<file path="src/nmor_pkg.sv">
// ============================================================================
// nmor_pkg: shared types, codes and constant functions
// Holds the controller states, the datapath operation codes, the command
// struct between the two, the register indexes and the sine table builders.
// ============================================================================
package nmor_pkg;

    // Register indexes on the configuration port.
    localparam logic [1:0] CFG_COEF_A = 2'd0;
    localparam logic [1:0] CFG_COEF_B = 2'd1;
    localparam logic [1:0] CFG_PERIOD = 2'd2;

    localparam int PERIOD_W = 10;

    localparam logic [63:0] TWO_PI_Q30 = 64'd6746518852;
    localparam logic [63:0] Q30_ONE    = 64'h4000_0000;

    typedef enum logic [4:0] {
        ST_IDLE, ST_K2, ST_K2_WB, ST_LOOKUP, ST_M_BS, ST_W_Y, ST_M_AY, ST_W_T1,
        ST_M_CK_LO, ST_M_CK_HI, ST_W_T2, ST_M_TT, ST_W_J0, ST_M_P0A, ST_M_P0B,
        ST_W_E0, ST_M_P1A, ST_M_P1B, ST_W_E1, ST_M_P2, ST_W_P2, ST_M_P3, ST_W_P3,
        ST_M_YY, ST_W_W, ST_M_AW_LO, ST_M_AW_HI, ST_W_X, ST_WRAP, ST_FINISH
    } t_state;

    typedef enum logic [4:0] {
        OP_IDLE, OP_LOAD, OP_K2, OP_K2_WB, OP_LOOKUP, OP_M_BS, OP_W_Y, OP_M_AY,
        OP_W_T1, OP_M_CK_LO, OP_M_CK_HI, OP_W_T2, OP_M_TT, OP_W_J0, OP_M_P0A,
        OP_M_P0B, OP_W_E0, OP_M_P1A, OP_M_P1B, OP_W_E1, OP_M_P2, OP_W_P2,
        OP_M_P3, OP_W_P3, OP_M_YY, OP_W_W, OP_M_AW_LO, OP_M_AW_HI, OP_W_X,
        OP_WRAP, OP_FINISH
    } t_op;

    typedef struct packed {
        t_op  op;
        logic half;
    } t_cmd;

    // Unsigned long division by compare and subtract; only used while the
    // constant tables are built.
    function automatic logic [63:0] udiv_const(input logic [63:0] n,
                                               input logic [63:0] d);
        logic [63:0] q;
        logic [63:0] rem;
        q   = '0;
        rem = '0;
        for (int b = 63; b >= 0; b--) begin
            rem = {rem[62:0], n[b]};
            if (rem >= d) begin
                rem  = rem - d;
                q[b] = 1'b1;
            end
        end
        return q;
    endfunction

    // sin(2*pi*t) with t in turns as Q32, result Q30, by a folded Taylor series.
    function automatic logic signed [63:0] sin_turn(input logic [31:0] t);
        logic [63:0] q;
        logic [63:0] theta;
        logic [63:0] th2;
        logic [63:0] r;
        logic [63:0] s;
        logic [63:0] dv;
        q = {33'd0, t[30:0]};
        if (q > 64'h4000_0000) begin
            q = 64'h8000_0000 - q;
        end
        theta = (q * TWO_PI_Q30) >> 32;
        th2   = (theta * theta) >> 30;
        r     = Q30_ONE;
        for (int i = 0; i < 6; i++) begin
            case (i)
                0:       dv = 64'd156;
                1:       dv = 64'd110;
                2:       dv = 64'd72;
                3:       dv = 64'd42;
                4:       dv = 64'd20;
                default: dv = 64'd6;
            endcase
            r = Q30_ONE - udiv_const((th2 * r) >> 30, dv);
        end
        s = (theta * r) >> 30;
        if (s > Q30_ONE) begin
            s = Q30_ONE;
        end
        return t[31] ? -$signed(s) : $signed(s);
    endfunction

    // Round a Q30 value half up to frac_bits fraction bits.
    function automatic logic signed [63:0] from_q30(input logic signed [63:0] v,
                                                    input int frac_bits);
        int sh;
        sh = 30 - frac_bits;
        if (sh == 0) begin
            return v;
        end
        return (v + (64'sd1 <<< (sh - 1))) >>> sh;
    endfunction

endpackage

</file>
<file path="src/nmor_ctrl.sv">
// ============================================================================
// nmor_ctrl: orbit sequencer
// Steps the datapath through one map iteration per pass and counts the passes.
// ============================================================================
module nmor_ctrl (
    input  logic                                 i_clk,
    input  logic                                 i_rst_n,
    input  logic                                 start,
    output logic                                 busy,
    input  logic                                 i_cfg_wr,
    input  logic [1:0]                           i_cfg_index,
    input  logic [nmor_pkg::PERIOD_W-1:0]        i_cfg_data,
    output nmor_pkg::t_cmd                       o_cmd
);

    nmor_pkg::t_state r_state, n_state;
    logic [nmor_pkg::PERIOD_W-1:0] r_period;
    logic [nmor_pkg::PERIOD_W-1:0] r_n;
    logic [nmor_pkg::PERIOD_W-1:0] r_cnt;
    logic                          last;

    assign last = (r_cnt == r_n);

    always_ff @(posedge i_clk) begin
        if (!i_rst_n) begin
            r_state  <= nmor_pkg::ST_IDLE;
            r_period <= nmor_pkg::PERIOD_W'(1);
            r_n      <= nmor_pkg::PERIOD_W'(1);
            r_cnt    <= '0;
        end else begin
            r_state <= n_state;
            if (i_cfg_wr && i_cfg_index == nmor_pkg::CFG_PERIOD) begin
                r_period <= i_cfg_data;
            end
            if (r_state == nmor_pkg::ST_IDLE && start) begin
                // A period of zero runs as one step.
                r_n   <= (r_period == '0) ? nmor_pkg::PERIOD_W'(1) : r_period;
                r_cnt <= nmor_pkg::PERIOD_W'(1);
            end else if (r_state == nmor_pkg::ST_WRAP && !last) begin
                r_cnt <= r_cnt + nmor_pkg::PERIOD_W'(1);
            end
        end
    end

    always_comb begin
        n_state = r_state;
        case (r_state)
            nmor_pkg::ST_IDLE:    n_state = start ? nmor_pkg::ST_K2 : nmor_pkg::ST_IDLE;
            nmor_pkg::ST_K2:      n_state = nmor_pkg::ST_K2_WB;
            nmor_pkg::ST_K2_WB:   n_state = nmor_pkg::ST_LOOKUP;
            nmor_pkg::ST_LOOKUP:  n_state = nmor_pkg::ST_M_BS;
            nmor_pkg::ST_M_BS:    n_state = nmor_pkg::ST_W_Y;
            nmor_pkg::ST_W_Y:     n_state = nmor_pkg::ST_M_AY;
            nmor_pkg::ST_M_AY:    n_state = nmor_pkg::ST_W_T1;
            nmor_pkg::ST_W_T1:    n_state = nmor_pkg::ST_M_CK_LO;
            nmor_pkg::ST_M_CK_LO: n_state = nmor_pkg::ST_M_CK_HI;
            nmor_pkg::ST_M_CK_HI: n_state = nmor_pkg::ST_W_T2;
            nmor_pkg::ST_W_T2:    n_state = nmor_pkg::ST_M_TT;
            nmor_pkg::ST_M_TT:    n_state = nmor_pkg::ST_W_J0;
            nmor_pkg::ST_W_J0:    n_state = nmor_pkg::ST_M_P0A;
            nmor_pkg::ST_M_P0A:   n_state = nmor_pkg::ST_M_P0B;
            nmor_pkg::ST_M_P0B:   n_state = nmor_pkg::ST_W_E0;
            nmor_pkg::ST_W_E0:    n_state = nmor_pkg::ST_M_P1A;
            nmor_pkg::ST_M_P1A:   n_state = nmor_pkg::ST_M_P1B;
            nmor_pkg::ST_M_P1B:   n_state = nmor_pkg::ST_W_E1;
            nmor_pkg::ST_W_E1:    n_state = nmor_pkg::ST_M_P2;
            nmor_pkg::ST_M_P2:    n_state = nmor_pkg::ST_W_P2;
            nmor_pkg::ST_W_P2:    n_state = nmor_pkg::ST_M_P3;
            nmor_pkg::ST_M_P3:    n_state = nmor_pkg::ST_W_P3;
            nmor_pkg::ST_W_P3:    n_state = nmor_pkg::ST_M_YY;
            nmor_pkg::ST_M_YY:    n_state = nmor_pkg::ST_W_W;
            nmor_pkg::ST_W_W:     n_state = nmor_pkg::ST_M_AW_LO;
            nmor_pkg::ST_M_AW_LO: n_state = nmor_pkg::ST_M_AW_HI;
            nmor_pkg::ST_M_AW_HI: n_state = nmor_pkg::ST_W_X;
            nmor_pkg::ST_W_X:     n_state = nmor_pkg::ST_WRAP;
            nmor_pkg::ST_WRAP:    n_state = last ? nmor_pkg::ST_FINISH : nmor_pkg::ST_LOOKUP;
            nmor_pkg::ST_FINISH:  n_state = nmor_pkg::ST_IDLE;
            default:              n_state = nmor_pkg::ST_IDLE;
        endcase
    end

    always_comb begin
        busy       = (r_state != nmor_pkg::ST_IDLE);
        o_cmd.half = (r_cnt == (r_n >> 1));
        case (r_state)
            nmor_pkg::ST_IDLE:    o_cmd.op = start ? nmor_pkg::OP_LOAD : nmor_pkg::OP_IDLE;
            nmor_pkg::ST_K2:      o_cmd.op = nmor_pkg::OP_K2;
            nmor_pkg::ST_K2_WB:   o_cmd.op = nmor_pkg::OP_K2_WB;
            nmor_pkg::ST_LOOKUP:  o_cmd.op = nmor_pkg::OP_LOOKUP;
            nmor_pkg::ST_M_BS:    o_cmd.op = nmor_pkg::OP_M_BS;
            nmor_pkg::ST_W_Y:     o_cmd.op = nmor_pkg::OP_W_Y;
            nmor_pkg::ST_M_AY:    o_cmd.op = nmor_pkg::OP_M_AY;
            nmor_pkg::ST_W_T1:    o_cmd.op = nmor_pkg::OP_W_T1;
            nmor_pkg::ST_M_CK_LO: o_cmd.op = nmor_pkg::OP_M_CK_LO;
            nmor_pkg::ST_M_CK_HI: o_cmd.op = nmor_pkg::OP_M_CK_HI;
            nmor_pkg::ST_W_T2:    o_cmd.op = nmor_pkg::OP_W_T2;
            nmor_pkg::ST_M_TT:    o_cmd.op = nmor_pkg::OP_M_TT;
            nmor_pkg::ST_W_J0:    o_cmd.op = nmor_pkg::OP_W_J0;
            nmor_pkg::ST_M_P0A:   o_cmd.op = nmor_pkg::OP_M_P0A;
            nmor_pkg::ST_M_P0B:   o_cmd.op = nmor_pkg::OP_M_P0B;
            nmor_pkg::ST_W_E0:    o_cmd.op = nmor_pkg::OP_W_E0;
            nmor_pkg::ST_M_P1A:   o_cmd.op = nmor_pkg::OP_M_P1A;
            nmor_pkg::ST_M_P1B:   o_cmd.op = nmor_pkg::OP_M_P1B;
            nmor_pkg::ST_W_E1:    o_cmd.op = nmor_pkg::OP_W_E1;
            nmor_pkg::ST_M_P2:    o_cmd.op = nmor_pkg::OP_M_P2;
            nmor_pkg::ST_W_P2:    o_cmd.op = nmor_pkg::OP_W_P2;
            nmor_pkg::ST_M_P3:    o_cmd.op = nmor_pkg::OP_M_P3;
            nmor_pkg::ST_W_P3:    o_cmd.op = nmor_pkg::OP_W_P3;
            nmor_pkg::ST_M_YY:    o_cmd.op = nmor_pkg::OP_M_YY;
            nmor_pkg::ST_W_W:     o_cmd.op = nmor_pkg::OP_W_W;
            nmor_pkg::ST_M_AW_LO: o_cmd.op = nmor_pkg::OP_M_AW_LO;
            nmor_pkg::ST_M_AW_HI: o_cmd.op = nmor_pkg::OP_M_AW_HI;
            nmor_pkg::ST_W_X:     o_cmd.op = nmor_pkg::OP_W_X;
            nmor_pkg::ST_WRAP:    o_cmd.op = nmor_pkg::OP_WRAP;
            nmor_pkg::ST_FINISH:  o_cmd.op = nmor_pkg::OP_FINISH;
            default:              o_cmd.op = nmor_pkg::OP_IDLE;
        endcase
    end

    // The step counter stays within the orbit length while an orbit runs.
    a_cnt_range: assert property (@(posedge i_clk) disable iff (!i_rst_n)
        (r_state != nmor_pkg::ST_IDLE) |-> (r_cnt != '0 && r_cnt <= r_n))
        else $error("step counter out of range");

    // An accepted start leaves idle at once.
    a_start: assert property (@(posedge i_clk) disable iff (!i_rst_n)
        (start && r_state == nmor_pkg::ST_IDLE) |=> (r_state == nmor_pkg::ST_K2))
        else $error("start not taken");

endmodule

</file>
<file path="config.mk">
export PLATFORM = sky130hd
export DESIGN_NAME = nmor_ctrl
export DESIGN_NICKNAME = d
export VERILOG_FILES = /design/src/nmor_pkg.sv /design/src/nmor_ctrl.sv
export SDC_FILE = /design/constraint.sdc
export NUM_CORES = 1
export LEC_CHECK = 0
export ABC_CLOCK_PERIOD_IN_PS = 1800
export BUFFER_PORTS_ARGS = -buffer_cell sky130_fd_sc_hd__buf_2
export CAP_MARGIN = 15
export CORE_UTILIZATION = 25
export CTS_CLUSTER_DIAMETER = 60
export DETAILED_ROUTE_END_ITERATION = 12
export HOLD_SLACK_MARGIN = 0.03
export SKIP_LAST_GASP = 1
export SYNTH_ARGS = -nofsm -noshare
export SYNTH_HDL_FRONTEND = slang
export SYNTH_SLANG_ARGS = --single-unit
</file>
<file path="constraint.sdc">
create_clock -name i_clk -period 1.8 [get_ports i_clk]
set_input_delay 0.27 -clock i_clk [delete_from_list [all_inputs] [get_ports i_clk]]
set_output_delay 0.27 -clock i_clk [all_outputs]
set_load 0.1 [all_outputs]
</file>
-- After elaboration in Yosys (flattened, before gate mapping)
Cells that the tools add are included.
- bits in registers: 35
- logic and storage cells: 55
- bits of input ports: 16
- muxes and demuxes: 7
- bitwise gates (word level): 1
- eq/ne operators: 32
- $add $sub $neg: 1
- reductions and logical operators: 9
- operator list (operator ; number):
    case mux 5 bit (30 select lines) ; 1
    case mux 5 bit (29 select lines) ; 1
    equality test 5 bit (second input constant) ; 14
    equality test 5 x 4 -> 1 bit (second input constant) ; 8
    equality test 5 x 3 -> 1 bit (second input constant) ; 4
    adder 10 x 1 -> 10 bit (second input constant) ; 1
    equality test 10 bit ; 1
    equality test 10 x 9 -> 1 bit ; 1
    equality test 5 x 2 -> 1 bit (second input constant) ; 2
    zero test 10 bit ; 1
    two-way mux 10 bit ; 1
    equality test 5 x 1 -> 1 bit (second input constant) ; 1
    zero test 5 bit ; 1
    two-way mux 5 bit ; 1
    nonzero test 5 bit ; 1
    logical AND 1 bit ; 3
    two-way mux 1 bit ; 3
    equality test 2 bit (second input constant) ; 1
    nonzero test 2 bit ; 1
    OR reduction 2 bit ; 1
    zero test 1 bit ; 1
    NOT 1 bit ; 1

-- Depth between registers and ports, before layout
Gate-level depths: netlist of the first run.
- word-level depth: 5
- mapped depth: 7
- gate-level depth less buffers: 5

-- Worst setup path before layout of the first run
Ideal clock, no wire load.
- kind: reg-to-output
- start point: register r_cnt[2] (netlist name)
- end point: output o_cmd[0] (netlist name)
- cell stages (with the launch flop): 5
- arrival time: 3.520 ns
- data required time: 1.530 ns
- path slack: -1.990 ns
- cells stage by stage: dfxtp_1 > buf_2 > xnor2_1 > nand4_1 > nor4_1
- RTL lines (element ; RTL line ; text):
    start, declared ; nmor_ctrl.sv:19 ; logic [nmor_pkg::PERIOD_W-1:0] r_cnt;
    start signal, assigned ; nmor_ctrl.sv:38 ; r_cnt <= nmor_pkg::PERIOD_W'(1);
    start signal, assigned ; nmor_ctrl.sv:40 ; r_cnt <= r_cnt + nmor_pkg::PERIOD_W'(1);
    end, declared ; nmor_ctrl.sv:13 ; output nmor_pkg::t_cmd o_cmd

==> impl_metrics.toml, run 1 <==
[drt]
dr.pass1.iters = 4
ant_nets = 0
vias = 1635
viasPerCell = 4.67
drtIter0Drc = 70
wire_per_inst_um = 11.8
drc = 0
routed_wirelength_um = 4130

[global_route]
antenna_found_initial = 0
grt_max_degree = 21
grt_usage_pct = 11.5
top_usage_layer = "met2"
grt-ovfl-total = 0
grt_pass1_wl_um = 6840
first_global_vias = 1489
use_met3_pct = 2.65
grtUsageMet2_pct = 17.5
gr-usage-met1_pct = 15.2

[timing]
fin_ws_ps = 43.1
period_needed_ps = 1760
final.period_utilization_pct = 97.6
holdWs_ps = 207
hold_viol_final = 0
setup_tns_ps = 0
skew_ps = 3.86
relSlewSlack_pct = 59.3
finalSetupViolations = 0
timing.fmax_mhz = 569
worstMarginPinSlew_ps = 608
slew_viol_final = 0
rsz0062_at_grt = "yes"

[placed_design]
dp_hpwl_um = 3020
routabilityCongestion = 0.740
place_ws_ps = 124
port_buffers = 22

[worst_hold_path]
min_path_type = "in2reg"

[power_and_ir_drop]
seqPwrFrac_pct = 37.3
p_leak_nw = 0.920
p_int_mw = 1.56
p_per_area_nw_per_um2 = 891
comb_power_share_pct = 24.6
clkPwrFrac_pct = 38.1
peakVddDrop_mv = 0.426
switching_power_mw = 0.649
p_total_mw = 2.21
p_sw_share_pct = 29.4

[clock_network]
cts_hold_buf = 0
clkSlewWorstSetupHoldPaths_ps = 70
cts_tree = "yes"
cts_max_path_buffers = 2
cts_sinks = 35
htreeDepth = 2
cts_made_buffers = 5
clkLatencyLatePin_ps = 280
root_buffer = "clkbuf_8"

[worst_setup_path]
start_kind = "flop"
r2r-start = "r_state[1]"
r2r-end = "r_cnt[9]"
r2r_cells = 5
worstPathArrival_ps = 1490
crit_path_end_kind = "output port"
crit_path_start = "r_cnt[1]"
cp-endpoint = "o_cmd[0]"
cp_data_required_time_ps = 1530
regToRegSetupSlack_ps = 140
cp_max_fo = 6
critPathKind = "reg2out"

[floorplanning]
dieArea_um2 = 7620
core_um2 = 6910
fp.dieW_um = 87.3
num_io_pins = 23
start_util_pct = 26.3
row_count = 30
die-height_um = 87.3

[logic_synthesis]
postSynthAreaPerCell_um2 = 8.26
synth_warnings = 0
synthArstFlopShare_pct = 0
syn_area_um2 = 1820
seq_area_frac_synth_pct = 38.5
synth_seq_cells = 35
synth_cell_types = 41
syn_nets = 237
synth-edff-count = 0
synthFlopType = "dfxtp_1"
netlist_instances = 220

[finish]
utilization_pct = 35.9
layout-drive-gt1-share_pct = 32.7
syn2layout_area_growth_pct = 36.5
fill_cells = 741
mostFrequentLayoutCell = "nand2_1"
antenna_cells = 0
mostFrequentLayoutCells = "nand2_1 (35), a21oi_1 (24), dfxtp_1 (20)"
layout.nets = 270

[outcome]
status = "finished clean"

[flow_run]
maxCapViolCount = 0
## metal layers
metal	part of all wire [%]	vias up
li1	-	837
met1	50	756
met2	45	35
met3	3.2	7
met4	1.8	0
met5	0	-
## through the flow
stage	instance area [µm²]	std cells
after floorplan	1880	220
after global placement	2270	342
after detailed placement	2270	342
after CTS	2420	350
after global routing	2480	350
final	2480	350
## area by class of cell
cell class / count / area, µm² / area share, %
multi-input combinational: 168 / 1140 / 45.9
sequential: 35 / 729 / 29.4
timing repair buffer: 39 / 343 / 13.8
tap: 96 / 120 / 4.84
clock buffer: 5 / 68.8 / 2.77
clock inverter: 3 / 67.6 / 2.72
inverter: 4 / 15.0 / 0.605
## kinds of logic (layout without fill, tap and decap cells)
| group | after synthesis | count (layout) | synth area share (%) |
|---|---|---|---|
| AND/OR/NAND/NOR | 87 | 87 | 24.0 |
| multiplexers | 11 | 11 | 6.06 |
| adder cells (fa/ha/maj) | 1 | 1 | 0.688 |
| AO/OA/AOI/OAI | 48 | 48 | 15.8 |
| flip-flops | 35 | 35 | 38.5 |
| XOR/XNOR | 21 | 21 | 10.1 |
| buffers and inverters | 17 | 51 | 4.75 |
## sequential cells by signal (all words and copies together), names as in the netlist
register / count
r_n: 10
r_period: 10
r_cnt: 10
r_state: 5
## cell usage after synthesis (3+ instances only)
library cell	count	share of area (%)
inv_1	4	0.83
nand4_1	5	1.7
dfxtp_1	35	39
nand2_1	35	7.2
clkbuf_1	4	0.83
mux2i_1	11	6.1
o31ai_1	5	2.1
nand3_1	7	1.9
o21ai_0	5	1.4
nor2_1	16	3.3
nor3_1	3	0.83
buf_2	6	1.7
a21oi_1	25	6.9
or4_1	4	1.7
a31oi_1	4	1.4
xnor2_1	19	9.2
## worst min path at each step
| stage | startpoint | endpoint | slack, ps | depth (start not counted) |
|---|---|---|---|---|
| final | i_cfg_data[0] | r_period[0] | 210 | 3 |
| after global routing | i_cfg_data[0] | r_period[0] | 210 | 3 |
| after CTS | i_cfg_data[0] | r_period[0] | 200 | 3 |
| after detailed placement | r_period[1] | r_period[1] | 460 | 2 |
| after global placement | r_period[0] | r_period[0] | 450 | 2 |
| after floorplan | i_rst_n | r_period[0] | 340 | 1 |
## power groups by stage
| stage | Clock (mW) | Combinational, mW | Sequential [mW] |
|---|---|---|---|
| detailed placement | 0 | 0.538 | 0.841 |
| floorplan | 0 | 0.363 | 0.834 |
| CTS | 0.860 | 0.541 | 0.825 |
| global placement | 0 | 0.534 | 0.840 |
| global route | 0.903 | 0.578 | 0.828 |
| finish | 0.843 | 0.544 | 0.825 |
## repair_timing
| action | 4_1_cts | 5_1_grt |
|---|---|---|
| resized for setup | 7 | 20 |
| endpoints found under the setup margin | 3 | 6 |
| setup buffers | 0 | 1 |
| pin swaps | 0 | 0 |
## worst max-delay path, stage by stage (launching register included)
cell and delay, ps:
dfxtp_4 380, xnor2_2 150, nand4_1 160, nor4_4 300, buf_12 210
(Power assumes the default switching activity.)
==> run 2: changes to the inputs <==
--- a/config.mk
+++ b/config.mk
@@ -12,6 +12,7 @@
 export CTS_CLUSTER_DIAMETER = 60
 export DETAILED_ROUTE_END_ITERATION = 12
 export HOLD_SLACK_MARGIN = 0.03
+export PLACE_DENSITY = 0.48
 export SKIP_LAST_GASP = 1
 export SYNTH_ARGS = -nofsm -noshare
 export SYNTH_HDL_FRONTEND = slang
==> run 2 against run 1 <==
Effect of this change: maximum frequency is 0.50% lower; clock skew hardly changed; die area stayed put; via count is 1.3% lower; total power is 11% lower; sequential cell count stayed put; cell count is 1.1% higher; sequential share of layout area is 0.062 points higher; critical path depth stayed put; clock-buffer cell count is 1 higher; worst hold slack worse by 17 ps; clock power is 28% lower.
==> impl_metrics.toml, run 2 (synthesized netlist as in run 1, its figures left out) <==
[outcome]
status = "finished clean"

[power_and_ir_drop]
p_sw_share_pct = 33.1
peakVddDrop_mv = 0.485
clkPwrFrac_pct = 30.7
comb_power_share_pct = 27.6
p_leak_nw = 0.932
p_per_area_nw_per_um2 = 786
switching_power_mw = 0.652
seqPwrFrac_pct = 41.8
p_int_mw = 1.32

[timing]
relSlewSlack_pct = 63.9
skew_ps = 4.23
timing.fmax_mhz = 566
hold_viol_final = 0
finalSetupViolations = 0
slew_viol_final = 0
period_needed_ps = 1770
final.period_utilization_pct = 98.1
rsz0062_at_grt = "yes"
worstMarginPinSlew_ps = 539

[placed_design]
dp_hpwl_um = 3100
routabilityCongestion = 0.712
dp.cells = 341
place_area_um2 = 2270
port_buffers = 22

[clock_network]
cts_tree = "yes"
cts_max_path_buffers = 2
cts_made_buffers = 5
clkLatencyLatePin_ps = 290
clkSlewWorstSetupHoldPaths_ps = 70
root_buffer = "clkbuf_8"
cts_sinks = 35
cts_hold_buf = 0
htreeDepth = 2

[global_route]
grt_usage_pct = 12.1
grt_pass1_wl_um = 7000
grt_max_degree = 21
antenna_found_initial = 0
grt-ovfl-total = 0
first_global_vias = 1454

[floorplanning]
row_count = 30
dieArea_um2 = 7620
core_um2 = 6910
start_util_pct = 26.3
die-height_um = 87.3
fp.dieW_um = 87.3
num_io_pins = 23

[drt]
drc = 0
drtIter0Drc = 78
ant_nets = 0
viasPerCell = 4.56
dr.pass1.iters = 4
wire_per_inst_um = 12.0
routed_wirelength_um = 4250
vias = 1613

[worst_setup_path]
worstPathArrival_ps = 1500
max_stage_delay_ps = 350
cp_data_required_time_ps = 1530
start_kind = "flop"
cp_cell_sequence = "xnor2_2, nand4_1, nor4_4, buf_12"
path_buf_inv = 1
crit_path_end_kind = "output port"
critPathKind = "reg2out"
crit_slowest_cell = "dfxtp_4"
cpLargestDelayFamily = "simple AND/OR/NAND/NOR gates"
cp_max_fo = 2

[finish]
fill_cells = 762
mostFrequentLayoutCells = "nand2_1 (35), a21oi_1 (24), buf_4 (19)"
antenna_cells = 0
largest_registers = "r_cnt x10, r_n x10, r_period x10"
layout.cells.non_filler = 354
utilization_pct = 36.4
syn2layout_area_growth_pct = 38.1
final_area_um2 = 2510
layout.nets = 274
mostFrequentLayoutCell = "nand2_1"
layout-drive-gt1-share_pct = 35.7

[flow_run]
maxCapViolCount = 0

[worst_hold_path]
min_path_type = "in2reg"
[run 2: cell count changes in the layout (fill, tap and decap cells not counted), sizes merged]
cell and delta:
buf +4, bufinv -2, clkbuf +1, clkinv +1
[run 2: power groups by stage]
stage               Combinational [mW]  Clock (mW)  Sequential, mW
finish                           0.544       0.605           0.824
global route                     0.577       0.662           0.828
CTS                              0.547       0.633           0.826
detailed placement               0.537           0           0.843
global placement                 0.537           0           0.843
floorplan                        0.363           0           0.834
[run 2: final timing paths]
check / to / startpoint / cells after the start / slack [ps]
min reg2reg: r_period[0] / r_period[0] / 2 / 470
max reg2reg: r_cnt[3] / r_cnt[6] / 7 / 80
max: o_cmd[0] / r_cnt[1] / 4 / 30
min: r_period[0] / i_cfg_data[0] / 3 / 190
[run 2: worst reg2reg max path, delay by kind of cell, from the launching register on]
family	cells	cell delay (ps)
AND/OR/NAND/NOR	3	700
flip-flops	1	360
AO/OA/AOI/OAI	1	140
XOR/XNOR	1	120
buffers and inverters	2	330
[run 2: final cells by class]
cell class / count / area, µm² / share of cell area, %
tap: 96 / 120 / 4.78
sequential: 35 / 739 / 29.4
inverter: 4 / 15.0 / 0.598
clock buffer: 6 / 82.6 / 3.29
timing repair buffer: 43 / 384 / 15.3
clock inverter: 2 / 16.3 / 0.648
multi-input combinational: 168 / 1150 / 45.9
[run 2: repair_timing]
item	CTS	global route
pin swaps	4	6
buffers inserted	5	2
gates resized for setup	18	20
setup endpoints to repair	5	8
[run 2: metrics by stage]
stage / total power [mW] / TNS, ps / hold slack (ps) / worst slack [ps]
CTS: 2.01 / -77.6 / 186 / -64.6
finish: 1.97 / 0 / 191 / 34.2
floorplan: 1.20 / -233 / 342 / -233
global placement: 1.38 / 0 / 449 / 176
global route: 2.07 / -68.2 / 187 / -64.5
detailed placement: 1.38 / 0 / 462 / 126
[run 2: routing by layer]
| metal | vias up | GRT usage (%) | part of all wire [%] |
|---|---|---|---|
| li1 | 850 | - | - |
| met1 | 733 | 15.3 | 50 |
| met2 | 24 | 19.9 | 46 |
| met3 | 6 | 3.13 | 2.6 |
| met4 | 0 | 4.02 | 1.5 |
| met5 | - | 0 | 0 |
